==> config.mk <==
export PLATFORM = sky130hd
export DESIGN_NAME = length_prefixed_xor_deframer
export DESIGN_NICKNAME = d
export VERILOG_FILES = /design/src/hw/rtl/lpxd_pkg.sv /design/src/hw/rtl/lpxd_core.sv /design/src/hw/rtl/length_prefixed_xor_deframer.sv
export SDC_FILE = /design/constraint.sdc
export NUM_CORES = 1
export LEC_CHECK = 0
export ABC_AREA = 1
export BUFFER_PORTS_ARGS = -buffer_cell sky130_fd_sc_hd__buf_4
export CAP_MARGIN = 30
export CORE_AREA = 2 2 105 107
export DETAILED_ROUTE_END_ITERATION = 16
export DIE_AREA = 0 0 107 109
export PLACE_DENSITY = 0.68
export SLEW_MARGIN = 40
export SYNTH_ARGS = -nofsm -noshare
export SYNTH_HDL_FRONTEND = slang
export SYNTH_HIERARCHICAL = 1
export SYNTH_SLANG_ARGS = --single-unit
==> constraint.sdc <==
create_clock -name i_clk -period 2.14 [get_ports i_clk]
set_input_delay 0.428 -clock i_clk [delete_from_list [all_inputs] [get_ports i_clk]]
set_output_delay 0.428 -clock i_clk [all_outputs]
set_load 0.02 [all_outputs]
==> src/hw/rtl/lpxd_pkg.sv <==
// lpxd_pkg: shared types and constants of the length-prefixed xor deframer
// used by lpxd_core and length_prefixed_xor_deframer; no dependencies
package lpxd_pkg;

    localparam int unsigned PADDR_W = 3;
    localparam int unsigned PDATA_W = 32;

    // register indexes (byte address = 4 * index)
    localparam logic REG_KEY_SEED = 1'b0;

    // key advances by these bits of each plain byte
    localparam logic [7:0] KEY_STEP_MASK = 8'h03;

    typedef struct packed {
        logic [7:0]  plain_byte;
        logic [15:0] packet_length;
        logic        end_of_packet;
        logic        empty_packet;
    } t_result;

endpackage

==> src/hw/rtl/lpxd_core.sv <==
// lpxd_core: framing state machine and payload descrambler, one byte per step
// depends on lpxd_pkg
module lpxd_core (
    input  logic                i_clk,
    input  logic                i_rst_n,
    input  logic                i_advance,
    input  logic [7:0]          i_byte,
    input  logic [7:0]          i_key_seed,
    output logic                o_has_result,
    output lpxd_pkg::t_result   o_result
);

    typedef enum logic [1:0] {
        PH_LEN_LO = 2'd0,
        PH_LEN_HI = 2'd1,
        PH_DATA   = 2'd2
    } t_phase;

    t_phase      r_phase,       n_phase;
    logic [7:0]  r_length_low,  n_length_low;
    logic [15:0] r_cur_len,     n_cur_len;
    logic [15:0] r_bytes_left,  n_bytes_left;
    logic [7:0]  r_key,         n_key;

    logic [7:0]  plain;
    logic [15:0] len_full;
    logic [15:0] bytes_dec;

    assign plain     = i_byte ^ r_key;
    assign len_full  = {i_byte, r_length_low};
    assign bytes_dec = r_bytes_left - 16'd1;

    always_comb begin
        n_phase      = r_phase;
        n_length_low = r_length_low;
        n_cur_len    = r_cur_len;
        n_bytes_left = r_bytes_left;
        n_key        = r_key;
        o_has_result = 1'b0;
        o_result     = '0;
        unique case (r_phase)
            PH_LEN_HI: begin
                n_cur_len = len_full;
                n_key     = i_key_seed;
                if (len_full == 16'd0) begin
                    // empty packet: single empty result
                    n_bytes_left           = 16'd0;
                    n_phase                = PH_LEN_LO;
                    o_has_result           = 1'b1;
                    o_result.end_of_packet = 1'b1;
                    o_result.empty_packet  = 1'b1;
                end else begin
                    n_bytes_left = len_full;
                    n_phase      = PH_DATA;
                end
            end
            PH_DATA: begin
                n_key                  = r_key + (plain & lpxd_pkg::KEY_STEP_MASK);
                n_bytes_left           = bytes_dec;
                o_has_result           = 1'b1;
                o_result.plain_byte    = plain;
                o_result.packet_length = r_cur_len;
                o_result.end_of_packet = (bytes_dec == 16'd0);
                if (bytes_dec == 16'd0) begin
                    n_phase = PH_LEN_LO;
                end
            end
            default: begin
                // first length byte, unused code too
                n_length_low = i_byte;
                n_phase      = PH_LEN_HI;
            end
        endcase
    end

    always_ff @(posedge i_clk) begin
        if (!i_rst_n) begin
            r_phase      <= PH_LEN_LO;
            r_length_low <= 8'd0;
            r_cur_len    <= 16'd0;
            r_bytes_left <= 16'd0;
            r_key        <= 8'd0;
        end else if (i_advance) begin
            r_phase      <= n_phase;
            r_length_low <= n_length_low;
            r_cur_len    <= n_cur_len;
            r_bytes_left <= n_bytes_left;
            r_key        <= n_key;
        end
    end

endmodule

==> src/hw/rtl/length_prefixed_xor_deframer.sv <==
// length_prefixed_xor_deframer: top level, input register, result register, apb seed
// depends on lpxd_pkg and lpxd_core
//
// channel   dir  handshake                     payload
// s (rx)    in   i_s_tvalid / o_s_tready       i_s_tdata = rx_byte
// m (out)   out  o_m_tvalid / i_m_tready       o_m_tdata, o_m_tlast, o_m_tuser
// apb       in   i_psel / i_penable / o_pready key_seed at byte address 0
//
// one item per clock sustained while results are taken; an item waits in the input register,
// then is framed and descrambled in a single pass into the result register
// a result passes through the input register and then the result register to the m side
// synchronous active-low reset clears control and returns framing to the first length byte
// a stalled result holds the register; bytes that give no result still drain behind it,
// a byte that gives a result waits in the input register until the result is taken
module length_prefixed_xor_deframer (
    input  logic                            i_clk,
    input  logic                            i_rst_n,
    // rx byte stream
    input  logic                            i_s_tvalid,
    output logic                            o_s_tready,
    input  logic [7:0]                      i_s_tdata,   // [7:0] rx_byte
    // result stream
    output logic                            o_m_tvalid,
    input  logic                            i_m_tready,
    output logic [23:0]                     o_m_tdata,   // [7:0] plain_byte, [23:8] packet_length
    output logic                            o_m_tlast,   // end_of_packet
    output logic [0:0]                      o_m_tuser,   // [0] empty_packet
    // apb configuration
    input  logic                            i_psel,
    input  logic                            i_penable,
    input  logic                            i_pwrite,
    input  logic [lpxd_pkg::PADDR_W-1:0]    i_paddr,
    input  logic [lpxd_pkg::PDATA_W-1:0]    i_pwdata,
    output logic [lpxd_pkg::PDATA_W-1:0]    o_prdata,
    output logic                            o_pready
);

    logic [7:0]        r_key_seed;
    logic              r_in_valid;
    logic [7:0]        r_in_byte;
    logic              r_out_valid;
    lpxd_pkg::t_result r_out;

    logic              has_result;
    lpxd_pkg::t_result result;
    logic              advance;
    logic              out_free;
    logic              seed_wr;

    // apb: single register, always ready
    assign o_pready = 1'b1;
    assign seed_wr  = i_psel && i_penable && i_pwrite
                      && (i_paddr[2] == lpxd_pkg::REG_KEY_SEED);
    assign o_prdata = (i_paddr[2] == lpxd_pkg::REG_KEY_SEED)
                      ? {{(lpxd_pkg::PDATA_W-8){1'b0}}, r_key_seed}
                      : '0;

    always_ff @(posedge i_clk) begin
        if (!i_rst_n) begin
            r_key_seed <= 8'd0;
        end else if (seed_wr) begin
            r_key_seed <= i_pwdata[7:0];
        end
    end

    // result register frees up when empty or being taken this cycle
    assign out_free   = !r_out_valid || i_m_tready;
    // bytes that give no result never wait on the output side
    assign advance    = r_in_valid && (!has_result || out_free);
    assign o_s_tready = !r_in_valid || advance;

    always_ff @(posedge i_clk) begin
        if (!i_rst_n) begin
            r_in_valid <= 1'b0;
        end else if (o_s_tready) begin
            r_in_valid <= i_s_tvalid;
        end
    end

    always_ff @(posedge i_clk) begin
        if (o_s_tready && i_s_tvalid) begin
            r_in_byte <= i_s_tdata;
        end
    end

    lpxd_core u_core (
        .i_clk        (i_clk),
        .i_rst_n      (i_rst_n),
        .i_advance    (advance),
        .i_byte       (r_in_byte),
        .i_key_seed   (r_key_seed),
        .o_has_result (has_result),
        .o_result     (result)
    );

    always_ff @(posedge i_clk) begin
        if (!i_rst_n) begin
            r_out_valid <= 1'b0;
        end else if (advance && has_result) begin
            r_out_valid <= 1'b1;
        end else if (i_m_tready) begin
            r_out_valid <= 1'b0;
        end
    end

    always_ff @(posedge i_clk) begin
        if (advance && has_result) begin
            r_out <= result;
        end
    end

    assign o_m_tvalid   = r_out_valid;
    assign o_m_tdata    = {r_out.packet_length, r_out.plain_byte};
    assign o_m_tlast    = r_out.end_of_packet;
    assign o_m_tuser[0] = r_out.empty_packet;

endmodule

Word level (Yosys, flattened, before mapping):

Cells that the tools add are included.

* multipliers: 0
* add/subtract/negate cells: 2
* order comparisons: 0
* reductions and logical operators: 21
* mux-type cells: 13
* shifts and indexed selects: 0
* div/mod/pow operators: 0
* bitwise gates (word level): 3
* equality and inequality tests: 3

Operators with widths (count)
* zero test 16 bit: 2
* case mux 16 bit (2 select lines): 1
* two-way mux 16 bit: 1
* case mux 8 bit (2 select lines): 1
* subtractor 16 x 1 -> 16 bit, second input constant: 1
* adder 8 x 2 -> 8 bit: 1
* two-way mux 8 bit: 1
* AND reduction 2 bit: 4
* bitwise XOR 8 bit: 1
* logical AND 1 bit: 6
* two-way mux 2 bit: 3
* case mux 1 bit (2 select lines): 2
* case mux 2 bit (2 select lines): 1
* nonzero test 2 bit: 2
* zero test 1 bit: 3
* logical OR 1 bit: 3
* two-way mux 1 bit: 3
* == test 2 x 1 -> 1 bit, second input constant: 1
* == test 2 bit, second input constant: 1
* != test 2 x 1 -> 1 bit, second input constant: 1
* inverter 1 bit: 2
* OR reduction 2 bit: 1

* logic and storage cells: 55
* bits in latches: 0
* bits in registers: 94
* bits in read-only memories: 0
* memories: 0
* bits in writable memories: 0
* output and inout port bits: 61

Logic depth before layout (Yosys ltp):

Gate-level depths: netlist of run 1.

* depth in word-level cells: 8
* depth in mapped cells: 15

Cells and area by module:

Netlist of run 1, hierarchy kept.

By module, submodules not included
* lpxd_core: area an instance 2879.0 um^2, times used 1, cells an instance 443
* length_prefixed_xor_deframer: area an instance 1796.7 um^2, times used 1, cells an instance 151

Worst setup path before layout of run 1:

Ideal clock, no wire load.

* path kind: register -> register
* start point: reg r_in_byte[7]
* end point: reg u_core.r_key[1]
* library setup time: 0.134 ns
* stages on the path, launching flop included: 15
* setup slack: -0.173 ns
* data required time: 2.006 ns
* data arrival time: 2.180 ns
* cell sequence: edfxtp_1 -> nor4_1 -> nand4_1 -> nor2_1 -> o21ai_0 -> inv_1 -> nand3_1 -> nand2_1 -> inv_1 -> nand2_1 -> clkbuf_1 -> clkbuf_1 -> nor2_1 -> o21ai_0 -> a21oi_1

* longest elaborated chain between the ends: 7

RTL lines
* start, declared: line length_prefixed_xor_deframer.sv:40 `logic [7:0] r_in_byte;`
* start signal, assigned: line length_prefixed_xor_deframer.sv:82 `r_in_byte <= i_s_tdata;`
* zero test 16 bit: line lpxd_core.sv:45 `if (len_full == 16'd0) begin`
* two-way mux 1 bit: line lpxd_core.sv:45
* case mux 1 bit (2 select lines): line lpxd_core.sv:41 `unique case (r_phase)`
* via has_result: line length_prefixed_xor_deframer.sv:44 `logic has_result;`
* zero test 1 bit: line length_prefixed_xor_deframer.sv:69 `assign advance = r_in_valid && (!has_result || out_free);`
* logical OR 1 bit: line length_prefixed_xor_deframer.sv:69
* logical AND 1 bit: line length_prefixed_xor_deframer.sv:69
* via advance: line length_prefixed_xor_deframer.sv:46 `logic advance;`
* AND reduction 2 bit (no source line)
* end signal, assigned: line lpxd_core.sv:88 `r_key <= n_key;`
* end, declared: line lpxd_core.sv:23 `logic [7:0] r_key, n_key;`

The timed path passes the listed nets, and every way through them passes these cells.
A chain may end at the register's enable or synchronous reset.

Worst setup path after layout of run 1:

* start point: reg u_core.r_length_low[7]
* end point: out o_s_tready

* longest elaborated chain between the ends: 7

RTL lines
* start, declared: line lpxd_core.sv:20 `logic [7:0] r_length_low, n_length_low;`
* start signal, assigned: line lpxd_core.sv:85 `r_length_low <= n_length_low;`
* zero test 16 bit: line lpxd_core.sv:45
* two-way mux 1 bit: line lpxd_core.sv:45
* case mux 1 bit (2 select lines): line lpxd_core.sv:41
* via has_result: line length_prefixed_xor_deframer.sv:44
* zero test 1 bit: line length_prefixed_xor_deframer.sv:69
* logical OR 1 bit: line length_prefixed_xor_deframer.sv:69
* logical AND 1 bit: line length_prefixed_xor_deframer.sv:69
* logical OR 1 bit: line length_prefixed_xor_deframer.sv:70 `assign o_s_tready = !r_in_valid || advance;`
* end, declared: line length_prefixed_xor_deframer.sv:20 `output logic o_s_tready,`

The timed path passes the listed nets, and every way through them passes these cells.

==> key figures, run 1 <==
Status
  – Outcome: complete, but fails checks
  – Failing checks: setup timing

Synthesis
  – Adder-cell area share of the yosys netlist: 0.0161
  – Post-synthesis xor/xnor area fraction: 0.00749
  – Simple-gate share of the synthesized area: 0.248
  – Post-synthesis async set-or-reset flop share: 0
  – Post-synthesis average cell area: 7.87 sq um
  – Ranking of synthesized cells by area: dfxtp_1 26%, edfxtp_1 22%, nand2_1 8.9%, nor2_1 7.1%, inv_1 5.9%
  – Ys flop type: dfxtp_1
  – Compound-Gate Fraction of Synth Area: 0.128
  – EDFF count, synth: 34
  – Netlist cell types: 41
  – Largest family of logic cells by synthesized area: simple AND/OR/NAND/NOR gates
  – FF+latch count, synth: 94
  – Top cell type's share of synthesized area: 0.257
  – Yosys warning total: 6
  – Cell taking the most area after synthesis: dfxtp_1
  – Mux share of post-synthesis cell area: 0
  – Register area share after synthesis: 0.475
  – Mapped cell area: 4680 sq um
  – Mapped Cells: 594

GRT
  – Met2 global-route usage: 0.326
  – First-pass GRT wire length: 17.5 mm
  – Global route hottest layer: met2
  – Met1 usage: 0.236
  – Met3 usage: 0.0418
  – Global route overflow: 0
  – GRT Total Usage: 0.190
  – Antenna violations before repair: 0
  – Vias in the first global route: 3762
  – Largest net degree at the start of global routing: 53

Worst setup path
  – Worst Path Max Fanout: 2
  – Endpoint type of the worst setup path: output port
  – Worst path bufs/invs: 4
  – CP Data Arrival Time: 2.05 ns
  – Max stage delay on crit path: 0.33 ns
  – Crit path required time: 1.71 ns
  – CP max stage cell: dfxtp_2
  – Critical path's top delay family: simple AND/OR/NAND/NOR gates
  – Worst path cell trace: nor4_2 > buf_4 > nand4_1 > nor2_2 > o21ai_2 > inv_2 > buf_6 > nand4_1 > buf_4
  – Type of the worst setup path: flip-flop to output port
  – Startpoint Class: flip-flop

Routing
  – Initial drt markers: 273
  – DRT antenna net count: 0
  – Routed WL per cell: 13.9 um
  – Drt pass-1 iters: 7
  – Via count: 4192
  – Via density: 5.00
  – Detailed Route WL: 11.6 mm
  – DRC: 0

Final layout
  – Most common cell after layout, fill and taps aside: nand2_1
  – # nets final: 750
  – Inserted Diodes: 0
  – Design area: 6010 sq um
  – Fraction of layout instances using a drive strength above 1: 0.293
  – Most frequent cells in the layout: 106 x nand2_1, 99 x buf_4, 79 x nor2_1, 67 x inv_1, 58 x dfxtp_1
  – Area grow syn2layout: 28.5%

Clocking
  – CTS tree: yes
  – Clock Sinks: 94
  – Max Buffers Root-to-Sink: 2
  – TritonCTS buffer count: 9
  – Htree depth: 3
  – Clock slew at reported path FFs: 0.09 ns
  – Clk_lat worst skew: 0.36 ns
  – Root Buffer: clkbuf_8

Power
  – Sw power: 1.05 mW
  – Combinational share of power: 0.170
  – Cell internal pwr: 2.56 mW
  – Clock share of power: 0.291
  – Switching Share: 0.290
  – Sequential power share: 0.539
  – Total power: 3.61 mW
  – P_leak: 2.72 nW
  – PwrDens: 601 nW/um^2
  – Peak VDD IR: 0.568 mV

Place
  – DP Area: 5370 sq um
  – Port Buf Inserts: 59
  – GP Congestion: 0.852
  – Detailed placement HPWL: 7.51 mm
  – Dpl ws: -0.180 ns

Timing
  – Worst rel slew slack: 0.421
  – Worst-Margin Slew: 0.863 ns
  – Final setup margin: -0.336 ns
  – Fmax: 0.404 GHz
  – Endpoints failing setup: 44
  – RSZ-0062 raised after global routing: true
  – Crit share post-route: 1.16
  – Clock skew: 0.0126 ns
  – Final hold viol count: 0
  – Min cycle time layout: 2.48 ns
  – TNS Setup: -7.97 ns
  – Max-slew violations: 0

Floorplanning
  – Die extent in x: 107 um
  – DIE AREA: 11700 sq um
  – Initial Util: 0.441
  – # IOs: 111
  – Die Height: 109 um
  – Core footprint: 10600 sq um
  – FP Rows: 38

Min path
  – Hold WC Path Type: input pin to flip-flop

Flow run
  – Maximum capacitance violations: 0
worst paths after layout:
path / startpoint / endpoint / slack (ns) / depth (start not counted)
setup reg to reg: u_core/r_length_low[7] / u_core/r_key[5] / -0.32 / 16
setup / recovery: u_core/r_length_low[7] / o_s_tready / -0.34 / 9
hold / removal: i_s_tdata[4] / r_in_byte[4] / 0.24 / 1
hold reg to reg: u_core/r_cur_len[14] / u_core/r_cur_len[14] / 0.49 / 2
registers in the layout, indices dropped and copies added (netlist names):
signal	count
o_m_tdata	24
o_m_tlast	1
o_m_tuser	1
o_m_tvalid	1
r_in_byte	8
r_in_valid	1
r_key_seed	8
u_core/r_bytes_left	16
u_core/r_cur_len	16
u_core/r_key	8
u_core/r_length_low	8
u_core/r_phase	2
per-stage QoR:
stage / hold WS (ns) / util / std cells
after floorplan: 0.455 / - / 617
final: 0.236 / 0.567 / 839
after global placement: 0.464 / 0.507 / 802
after global routing: 0.206 / 0.567 / 839
after detailed placement: 0.472 / 0.507 / 802
after CTS: 0.223 / 0.534 / 831
layout make-up:
type,count,area (sq um)
timing repair buffer,113,963
fill,940,4590
clock buffer,11,131
sequential,94,2220
multi-input combinational,397,2160
tap,140,175
clock inverter,5,35.0
inverter,79,315
cell families after synthesis:
family | after synthesis
flops | 94
compound gates | 102
buf+inv | 126
xor+xnor | 4
fa+ha+maj | 6
other cells | 2
simple gates | 260
worst register-to-register path: stages (launching register included):
cell and delay (ns):
dfxtp_2 0.33, nor4_2 0.29, buf_4 0.17, nand4_1 0.15, nor2_2 0.20, o21ai_2 0.09, inv_2 0.07, buf_4 0.10
buf_6 0.08, nand3_2 0.07, nand2_2 0.10, inv_6 0.07, nand2_8 0.13, clkinvlp_4 0.11, buf_6 0.16, a21oi_2 0.15
a311oi_2 0.05
layer usage:
layer	up-vias	part of all wire	wire [um]
li1	2079	-	-
met1	1955	0.44	5080
met2	136	0.48	5640
met3	22	0.055	643
met4	0	0.024	283
met5	-	0	0
power groups by stage:
stage | Clock (mW) | Combinational [mW] | Sequential (mW)
6_report | 1.05 | 0.613 | 1.95
5_1_grt | 1.15 | 0.676 | 1.95
4_1_cts | 1.06 | 0.541 | 1.94
3_5_place_dp | 0 | 0.531 | 1.98
3_3_place_gp | 0 | 0.519 | 1.98
2_1_floorplan | 0 | 0.393 | 1.98
repair_timing:
item,in CTS,in global routing
setup endpoints to repair,46,85
hold buffers,0,0
gates resized for setup,7,71
pin swaps,5,24
gates cloned,0,6
setup buffers,13,6
endpoints found under the hold margin,0,0
Yosys cell counts, types with 2 or more instances:
cell / instances
nand3_1: 26
clkinv_1: 2
xor2_1: 2
o221ai_1: 2
a211oi_1: 3
buf_4: 26
nand2_1: 111
xnor2_1: 2
o21ai_0: 37
edfxtp_1: 34
nor4_1: 4
conb_1: 2
nor2_1: 89
buf_1: 2
nand4_1: 4
nor2_2: 9
o21ai_1: 2
a21oi_1: 38
and2_1: 2
dfxtp_1: 60
nand3_2: 2
a221oi_1: 14
inv_2: 2
clkbuf_1: 16
nand2_4: 3
a21oi_2: 2
inv_1: 74
buf_2: 2
ha_1: 6
nor2_4: 5
Power figures use the tool's default switching activity.
==> run 2, diff against run 1 <==
Settings changed: CELL_PAD_IN_SITES_DETAIL_PLACEMENT set to 1, CELL_PAD_IN_SITES_GLOBAL_PLACEMENT set to 1, CORE_AREA 2 2 105 107 to 2 2 113 115, DIE_AREA 0 0 107 109 to 0 0 115 117, HOLD_SLACK_MARGIN set to 0.06, PLACE_DENSITY 0.68 to 0.76.
Clock period 2.14 ns to 2.7 ns, I/O delays scaled along.
==> run 2 against run 1 <==
- the flow now finishes without violations
- non-clock buffer count shrank 36
- final area shrank 6.7%
- largest cell class unchanged
- critical path depth shrank 2
- sequential share of layout area grew 2.6 points
- critical path type unchanged
- combinational power shrank 32%
- clock skew shrank 0.0041 ns
==> key figures, run 2 (same netlist as run 1, synthesis figures left out) <==
Status
  – Outcome: completed

Worst setup path
  – Startpoint Class: flip-flop
  – Type of the worst setup path: flip-flop to output port
  – Worst Path Max Fanout: 3 (+1)
  – Endpoint type of the worst setup path: output port
  – CP Data Arrival Time: 2.00 ns (-0.05 ns)
  – Critical path's top delay family: simple AND/OR/NAND/NOR gates
  – CP max stage cell: edfxtp_1
  – Levels on crit path: 7 (-2)
  – Worst path cell trace: nor4_4 > nand4_1 > nor2_2 > o21ai_1 > inv_1 > nand4_1 > buf_4
  – Reg2reg path depth: 12 (-4)
  – Max stage delay on crit path: 0.44 ns (+0.11 ns)
  – Crit path required time: 2.16 ns (+0.45 ns)
  – Worst path bufs/invs: 2 (-2)
  – Crit path top cell by count: nand4_1

Floorplanning
  – Initial Util: 0.380 (-0.0612)
  – FP Rows: 41 (+7.9%)
  – Die extent in x: 115 um (+7.5%)
  – # IOs: 111 (unchanged)
  – DIE AREA: 13500 sq um (+15%)
  – Core footprint: 12300 sq um (+16%)
  – Die Height: 117 um (+7.3%)

Timing
  – Worst-Margin Slew: 0.771 ns (-0.0926 ns)
  – Min cycle time layout: 2.54 ns
  – Hold Slack: 0.365 ns (+0.129 ns)
  – Max-slew violations: 0 (unchanged)
  – Worst rel slew slack: 0.483 (+0.0621)
  – Final setup margin: 0.159 ns (+0.495 ns)
  – Fmax: 0.394 GHz
  – Clock skew: 0.00855 ns (-0.00406 ns)
  – TNS Setup: 0 ns (+7.97 ns)
  – Final hold viol count: 0 (unchanged)
  – RSZ-0062 raised after global routing: false
  – Crit share post-route: 0.941
  – Endpoints failing setup: 0 (-100%)

Power
  – Combinational share of power: 0.127 (-0.043)
  – Sw power: 870 uW (-17%)
  – PwrDens: 589 nW/um^2 (-2.0%)
  – Sequential power share: 0.469 (-0.070)
  – P_leak: 2.58 nW (-5.3%)
  – Total power: 3.30 mW (-8.6%)
  – Cell internal pwr: 2.43 mW (-5.2%)
  – Clock share of power: 0.404 (+0.113)
  – Peak VDD IR: 0.295 mV (-48%)
  – Switching Share: 0.264 (-0.0263)

Clocking
  – Post-CTS Hold Fix Bufs: 0 (unchanged)
  – CTS tree: yes
  – Root Buffer: clkbuf_16
  – TritonCTS buffer count: 9 (unchanged)
  – Clock Sinks: 94 (unchanged)
  – Clk_lat worst skew: 0.35 ns (about the same)
  – Max Buffers Root-to-Sink: 2 (unchanged)
  – Clock slew at reported path FFs: 0.07 ns (-0.02 ns)
  – Htree depth: 3 (unchanged)

Final layout
  – Area of the multi-input gates: 1980 sq um (-8.4%)
  – Inserted Diodes: 0 (unchanged)
  – Fraction of layout instances using a drive strength above 1: 0.184 (-0.109)
  – # nets final: 714 (-4.8%)
  – Design area: 5610 sq um (-6.7%)
  – Area grow syn2layout: 19.9%
  – Most frequent cells in the layout: 111 x nand2_1, 88 x nor2_1, 75 x buf_4, 73 x inv_1, 60 x dfxtp_1
  – # fillers: 1544 (+64%)
  – Max reg flops: 24 (unchanged)
  – Most common cell after layout, fill and taps aside: nand2_1
  – Sequential cell area: 2220 sq um (-0.11%)

GRT
  – GRT Total Usage: 0.190 (+0.000542)
  – Vias in the first global route: 4076 (+8.3%)
  – Largest net degree at the start of global routing: 53 (unchanged)
  – First-pass GRT wire length: 19.9 mm (+14%)
  – Antenna violations before repair: 0 (unchanged)
  – Global route overflow: 0 (unchanged)

Routing
  – Via count: 4034 (-3.8%)
  – DRC: 0 (unchanged)
  – DRT antenna net count: 0 (unchanged)
  – Initial drt markers: 147 (-46%)
  – Via density: 4.96 (-0.69%)
  – Routed WL per cell: 15.0 um (+8.4%)
  – Detailed Route WL: 12.2 mm (+5.0%)
  – Drt pass-1 iters: 4 (-3)

Place
  – Port Buf Inserts: 59 (unchanged)
  – DP Area: 5220 sq um (-2.8%)
  – Detailed placement HPWL: 8.77 mm (+17%)
  – GP Congestion: 0.838 (-1.6%)
  – Dpl ws: 0.0286 ns (+0.209 ns)

Min path
  – Hold WC Path Type: input pin to flip-flop
  – Worst hold stages: 1 (unchanged)

Flow run
  – Maximum capacitance violations: 0 (unchanged)
## run 2: power groups by stage
stage / clock [mW] / sequential [mW] / combinational [mW]
3_5_place_dp: 0 / 1.58 / 0.406
4_1_cts: 1.37 / 1.54 / 0.417
5_1_grt: 1.42 / 1.55 / 0.471
6_report: 1.33 / 1.55 / 0.418
2_1_floorplan: 0 / 1.57 / 0.311
3_3_place_gp: 0 / 1.58 / 0.387
## run 2: timing repair
action	in CTS	in global routing
setup buffers	3	3
pin swaps	1	3
endpoints found under the setup margin	1	36
resized for setup	2	3
## run 2: cell type report
cell class | instances | share of cell area
clock inverter | 4 | 0.00982
clock buffer | 12 | 0.0460
timing repair buffer | 77 | 0.108
sequential | 94 | 0.396
inverter | 79 | 0.0531
tap | 150 | 0.0335
multi-input combinational | 397 | 0.354
## run 2: per-stage QoR
stage / utilization / std cells
global route: 0.455 / 813
detailed placement: 0.424 / 791
CTS: 0.452 / 810
finish: 0.455 / 813
floorplan: - / 617
global placement: 0.424 / 791
## run 2: worst paths after layout
path	slack (ns)	end	start
setup reg to reg	0.28	u_core/r_bytes_left[7]	r_in_byte[0]
hold / removal	0.36	r_in_byte[6]	i_s_tdata[6]
hold reg to reg	0.48	u_core/r_cur_len[14]	u_core/r_cur_len[14]
setup / recovery	0.16	o_s_tready	r_in_byte[0]
## run 2: routing by layer
| metal | share of wire | wire, um | global-route usage | vias to the layer above |
|---|---|---|---|---|
| met5 | 0 | 0 | 0 | - |
| met4 | 0.015 | 183 | 0.0651 | 0 |
| met3 | 0.042 | 514 | 0.0417 | 13 |
| met2 | 0.53 | 6460 | 0.345 | 95 |
| met1 | 0.41 | 5070 | 0.223 | 1927 |
| li1 | - | - | - | 1999 |
